`config.mk`:
```
export PLATFORM = sky130hd
export DESIGN_NAME = psv_ctrl
export DESIGN_NICKNAME = d
export VERILOG_FILES = /design/src/rtl/plucked_string_voice_macros.svh /design/src/rtl/psv_pkg.sv /design/src/rtl/psv_ctrl.sv
export SDC_FILE = /design/constraint.sdc
export NUM_CORES = 1
export LEC_CHECK = 0
export BUFFER_PORTS_ARGS = -buffer_cell sky130_fd_sc_hd__clkbuf_2
export CELL_PAD_IN_SITES_DETAIL_PLACEMENT = 1
export CELL_PAD_IN_SITES_GLOBAL_PLACEMENT = 1
export CORE_AREA = 2 2 39 41
export CTS_BUF_LIST = sky130_fd_sc_hd__clkbuf_16
export DETAILED_ROUTE_END_ITERATION = 10
export DIE_AREA = 0 0 41 43
export GPL_TIMING_DRIVEN = 0
export PLACE_DENSITY_LB_ADDON = 0.1
export SETUP_SLACK_MARGIN = 0.5
export SLEW_MARGIN = 30
export SYNTH_ARGS = -nofsm -noshare
export SYNTH_HDL_FRONTEND = slang
export SYNTH_SLANG_ARGS = --single-unit
```
`constraint.sdc`:
```
create_clock -name clk_i -period 1.73 [get_ports clk_i]
set_input_delay 0.0865 -clock clk_i [delete_from_list [all_inputs] [get_ports clk_i]]
set_output_delay 0.0865 -clock clk_i [all_outputs]
set_load 0.005 [all_outputs]
```
`src/rtl/plucked_string_voice_macros.svh`:
```
// Assertion macros for the plucked string voice.
// No dependencies; included by the top level only.
`ifndef PLUCKED_STRING_VOICE_MACROS_SVH
`define PLUCKED_STRING_VOICE_MACROS_SVH
`ifndef SYNTH
`define PSV_ASSERT(label, prop) \
  label: assert property (@(posedge clk_i) disable iff (!rst_ni) prop) \
    else $error("plucked_string_voice: assertion failed");
`define PSV_ASSERT_NEXT(label, ante, cons) \
  label: assert property (@(posedge clk_i) disable iff (!rst_ni) (ante) |=> (cons)) \
    else $error("plucked_string_voice: assertion failed");
`else
`define PSV_ASSERT(label, prop)
`define PSV_ASSERT_NEXT(label, ante, cons)
`endif
`endif

```
`src/rtl/psv_pkg.sv`:
```
// Shared constants, types and helpers of the plucked string voice.
// No dependencies; used by psv_ctrl, psv_datapath and the top level.
package psv_pkg;

  localparam int unsigned DELAY_DEPTH_DEF = 1024;
  localparam int unsigned DATA_W          = 16;
  localparam int unsigned STRENGTH_W      = 15;
  localparam int unsigned DLEN_W          = 11;
  localparam int unsigned LFSR_W          = 32;
  localparam int unsigned CFG_IDX_W       = 1;
  localparam int unsigned CFG_DATA_W      = 32;

  localparam logic [CFG_IDX_W-1:0] CFG_DELAY_LENGTH = 1'b0;
  localparam logic [CFG_IDX_W-1:0] CFG_NOISE_SEED   = 1'b1;

  localparam logic MODE_TICK  = 1'b0;
  localparam logic MODE_PLUCK = 1'b1;

  localparam logic [DLEN_W-1:0]     DLEN_RST     = 11'd100;
  localparam logic [LFSR_W-1:0]     LFSR_RST     = 32'd1;
  localparam logic [LFSR_W-1:0]     LFSR_MASK    = 32'hA300_0000;
  localparam logic [STRENGTH_W-1:0] STRENGTH_MAX = 15'd8192;
  localparam logic signed [DATA_W:0] SAT_POS     = 17'sd32767;
  localparam logic signed [DATA_W:0] SAT_NEG     = -17'sd32767;

  // controller -> datapath
  typedef struct packed {
    logic accept_tick;
    logic accept_pluck;
    logic tick_commit;
    logic clear_en;
    logic pluck_issue;
  } cmd_t;

  // datapath -> controller
  typedef struct packed {
    logic clear_last;
    logic pluck_last;
    logic pipe_busy;
  } stat_t;

  // right-shift Galois step
  function automatic logic [LFSR_W-1:0] lfsr_step(input logic [LFSR_W-1:0] s);
    logic [LFSR_W-1:0] r;
    r = s >> 1;
    if (s[0]) begin
      r = r ^ LFSR_MASK;
    end
    return r;
  endfunction

  function automatic logic signed [DATA_W-1:0] sat_q15(input logic signed [DATA_W:0] v);
    logic signed [DATA_W:0] r;
    r = v;
    if (v > SAT_POS) begin
      r = SAT_POS;
    end else if (v < SAT_NEG) begin
      r = SAT_NEG;
    end
    return r[DATA_W-1:0];
  endfunction

endpackage

```
`src/rtl/psv_ctrl.sv`:
```
// Sequencer of the plucked string voice: clear sweep, tick, pluck walk.
// Depends on psv_pkg; drives psv_datapath through cmd_t / stat_t.
module psv_ctrl (
  input  logic            clk_i,
  input  logic            rst_ni,
  input  logic            in_valid_i,
  output logic            in_ready_o,
  input  logic            mode_i,
  output logic            out_valid_o,
  input  logic            out_ready_i,
  output psv_pkg::cmd_t   cmd_o,
  input  psv_pkg::stat_t  stat_i
);
  import psv_pkg::*;

  typedef enum logic [4:0] {
    ST_CLEAR = 5'b00001,
    ST_IDLE  = 5'b00010,
    ST_TICK  = 5'b00100,
    ST_PLUCK = 5'b01000,
    ST_DRAIN = 5'b10000
  } state_e;

  state_e state_q, state_d;
  logic   out_valid_q, out_valid_d;

  always_comb begin
    state_d    = state_q;
    cmd_o      = '0;
    in_ready_o = 1'b0;
    unique case (state_q)
      ST_CLEAR: begin
        cmd_o.clear_en = 1'b1;
        if (stat_i.clear_last) begin
          state_d = ST_IDLE;
        end
      end
      ST_IDLE: begin
        in_ready_o = 1'b1;
        if (in_valid_i) begin
          if (mode_i == MODE_PLUCK) begin
            cmd_o.accept_pluck = 1'b1;
            state_d            = ST_PLUCK;
          end else begin
            cmd_o.accept_tick = 1'b1;
            state_d           = ST_TICK;
          end
        end
      end
      ST_TICK: begin
        // wait for a free output slot
        if (!out_valid_q || out_ready_i) begin
          cmd_o.tick_commit = 1'b1;
          state_d           = ST_IDLE;
        end
      end
      ST_PLUCK: begin
        cmd_o.pluck_issue = 1'b1;
        if (stat_i.pluck_last) begin
          state_d = ST_DRAIN;
        end
      end
      ST_DRAIN: begin
        if (!stat_i.pipe_busy) begin
          state_d = ST_IDLE;
        end
      end
      default: begin
        state_d = ST_IDLE;
      end
    endcase
  end

  always_comb begin
    out_valid_d = out_valid_q;
    if (out_valid_q && out_ready_i) begin
      out_valid_d = 1'b0;
    end
    if (cmd_o.tick_commit) begin
      out_valid_d = 1'b1;
    end
  end

  always_ff @(posedge clk_i or negedge rst_ni) begin
    if (!rst_ni) begin
      state_q     <= ST_CLEAR;
      out_valid_q <= 1'b0;
    end else begin
      state_q     <= state_d;
      out_valid_q <= out_valid_d;
    end
  end

  assign out_valid_o = out_valid_q;

endmodule

```
==> flow_summary_export.csv <==
group,metric,value,unit
cts,root_buffer,"clkbuf_16",
setup_path,r2r_slack,-0.04,ns
sta,slew_violations,0,
synth,synth_cell_types,22,
setup_path,required,1.64,ns
floorplan,fp.dieArea,1760,sq um
pwr,peakVddDrop,0.707,mV
layout,n_antenna_cell,0,
grt,grt.overflow.total,0,
min_path,hold-path-cell-count,3,
sta,relSlewSlack,82.9,%
cts,clock_sink_count,6,
synth,synth-seq-area-share,44.0,%
cts,max-clock-path-buffers,2,
setup_path,path_max_fanout,3,
layout,fin_cells,78,
floorplan,fp.dieW,41,um
sta,hold_viol_final,0,
setup_path,crit_family,"simple AND/OR/NAND/NOR gates",
grt,grt_pass1_vias,387,
grt,grt.total_usage,13.5,%
routing,antenna_left,0,
flow_run,cap_violations,0,
setup_path,cp_num_buf_inv,2,
setup_path,crit_arrival,1.74,ns
layout,drive_gt1_share,69.4,%
grt,grt_max_degree,7,
synth,synth_seq_cells,6,
setup_path,critPathSlowestCell,"or3b_4",
synth,synthCells,34,
routing,routed_wl,1090,um
synth,avgSynthCellArea,10.1,sq um
routing,drtIter0Drc,4,
setup_path,r2r-end,"state_q[3]$_DFFE_PN0P_",
cts,cts_max_level,1,
sta,skew,0.00291,ns
pwr,power,1.15,mW
floorplan,die_h,43,um
sta,fmax,0.546,GHz
sta,finalWorstSetupSlack,-0.101,ns
synth,synth.net_count,42,
place,gp_congestion,0.693,
setup_path,path_cells,"or3_4 -> or3b_4 -> clkinv_4 -> and3_4 -> buf_6",
routing,routedWlPerCell,14.0,um
place,numPortBuffers,14,
setup_path,rr_startpoint,"state_q[3]$_DFFE_PN0P_",
layout,nNetsFinal,71,
grt,grt_pass1_wl,1560,um
layout,area_growth,91.6,%
floorplan,rows,14,
sta,min_period,1.83,ns
setup_path,path_depth,5,
run_status,violations,"negative setup slack",
place,dpl.hpwl,740,um
floorplan,coreArea,1380,sq um
sta,tightest_slew,0.253,ns
setup_path,critPathMaxStageDelay,0.42,ns
setup_path,ff2ff_path_depth,7,
run_status,outcome,"complete, but fails checks",
min_path,hold_end,"state_q[4]$_DFFE_PN0P_",
cts,clk_latency,0.23,ns
synth,yosysWarnings,0,
synth,synth-edff-count,0,
setup_path,crit_path_end_kind,"output pin",
cts,cts_tree,"done",
cts,cts_buffers,3,
layout,fill_cells,166,
layout,fin_area,659,sq um
synth,synth_ff_type,"dfrtp_1",
min_path,min-delay-start,"stat_i[1]",
setup_path,cp-start-kind,"flop",
routing,vias,373,
floorplan,ios,15,
floorplan,initial_utilization,24.9,%
synth,syn-cell-area,344,sq um
layout,final_core_util,47.6,%
pwr,p_leak,0.334,nW
sta,period_share,106,%
min_path,hold_class,"in2reg",
routing,drc,0,
pwr,power.density,1750,nW/um^2
routing,routed_via_density,4.78,
place,place_area,444,sq um
sta,setup_viol,6,
setup_path,path_class,"reg2out",
place,place_inst,64,
synth,async_flop_share,100,%
routing,drt_pass1_iterations,3,
cts,clkTransAtPathRegs,0.03,ns
grt,antenna_found_initial,0,
sta,rsz0062_at_grt,"yes",
==> worst register-to-register path, stage by stage, from the launching register on <==
cell	delay, ns
dfrtp_1	0.38
or3_4	0.39
or3b_4	0.42
clkinv_4	0.06
and3_4	0.18
buf_4	0.10
buf_4	0.08
nand2b_4	0.10
==> per-layer routing <==
| metal | routed length (um) | global-route usage (%) |
|---|---|---|
| met1 | 398 | 13.2 |
| met3 | 50 | 6.28 |
| met4 | 8 | 6.00 |
| met2 | 633 | 22.8 |
| met5 | 0 | 0 |
==> cell type report <==
class | count | area [sq um] | area share [%]
Sequential cell | 6 | 151 | 23.0
Inverter | 2 | 12.5 | 1.90
Multi-Input combinational cell | 24 | 228 | 34.5
Clock inverter | 1 | 3.75 | 0.569
Timing Repair Buffer | 24 | 154 | 23.3
Tap cell | 16 | 20.0 | 3.04
Buffer | 2 | 15.0 | 2.28
Clock buffer | 3 | 75.1 | 11.4
==> cell families (layout without fill, tap and decap cells) <==
kind of cell / count (synthesis) / count (layout) / synth area share (%)
AOI/OAI and AO/OA: 3 / 3 / 7.64
and+or+nand+nor: 21 / 21 / 41.5
DFF: 6 / 6 / 44.0
buffers and inverters: 4 / 32 / 6.91
==> power by group <==
part / leakage (nW) / internal (mW) / switching [mW]
clock network: 0.0423 / 0.299 / 0.0738
logic: 0.216 / 0.321 / 0.234
registers: 0.0758 / 0.184 / 0.0423
total: 0.334 / 0.804 / 0.350
==> state kept, by name (all words and copies together) (netlist names) <==
name / count
out_valid_o: 1
state_q: 5
==> per-stage QoR <==
stage                     setup slack [ns]  hold slack, ns  TNS [ns]
after CTS                           -0.118          0.0855    -0.299
after global placement              0.0662         -0.0774         0
after global routing                -0.137           0.105    -0.559
final                               -0.101          0.0886    -0.309
after floorplan                      0.136          -0.209         0
after detailed placement            0.0409         -0.0730         0
==> cells in the mapped netlist, types with 2 or more instances <==
cell type / count / share of area [%]
dfrtp_1: 5 / 36
nor3b_1: 3 / 6.5
nand2b_1: 3 / 5.5
nand2_1: 4 / 4.4
buf_4: 2 / 4.4
==> worst max path at each step <==
stage / endpoint / slack (ns) / startpoint
4_1_cts: cmd_o[3] / -0.12 / state_q[3]$_DFFE_PN0P_
6_report: cmd_o[3] / -0.10 / state_q[3]$_DFFE_PN0P_
2_1_floorplan: state_q[3]$_DFFE_PN0P_ / 0.14 / state_q[2]$_DFFE_PN0P_
3_3_place_gp: cmd_o[3] / 0.07 / state_q[2]$_DFFE_PN0P_
3_5_place_dp: cmd_o[3] / 0.04 / state_q[2]$_DFFE_PN0P_
5_1_grt: cmd_o[3] / -0.14 / state_q[3]$_DFFE_PN0P_
==> what timing repair did <==
item	CTS	global route
endpoints found under the hold margin	6	0
hold buffers	1	0
pin swaps	4	4
endpoints found under the setup margin	10	10
gates resized for setup	6	6
setup buffers	6	3
==> cells in the final DEF, fill, tap and decap left out <==
master,Yosys,final
and3_4,1,1
and3b_2,0,1
buf_2,0,2
buf_4,2,11
buf_6,0,1
clkbuf_16,0,3
clkbuf_2,0,11
clkinv_4,0,1
dfrtp_1,5,5
dfstp_2,1,1
dlygate4sd3_1,0,1
inv_1,1,1
inv_2,0,1
nand2_1,4,4
nand2b_1,3,2
nand2b_4,0,1
nand3_1,1,1
nand3b_1,1,1
nor2_1,1,1
nor2b_1,1,1
nor3_2,0,1
nor3b_1,3,1
nor3b_2,0,2
nor4_2,0,1
o2111ai_4,0,1
o32ai_1,1,1
o41ai_2,0,1
or3_4,1,1
or3b_4,1,1
or4b_4,0,1
Note: power is estimated with default switching activity, not from simulation.
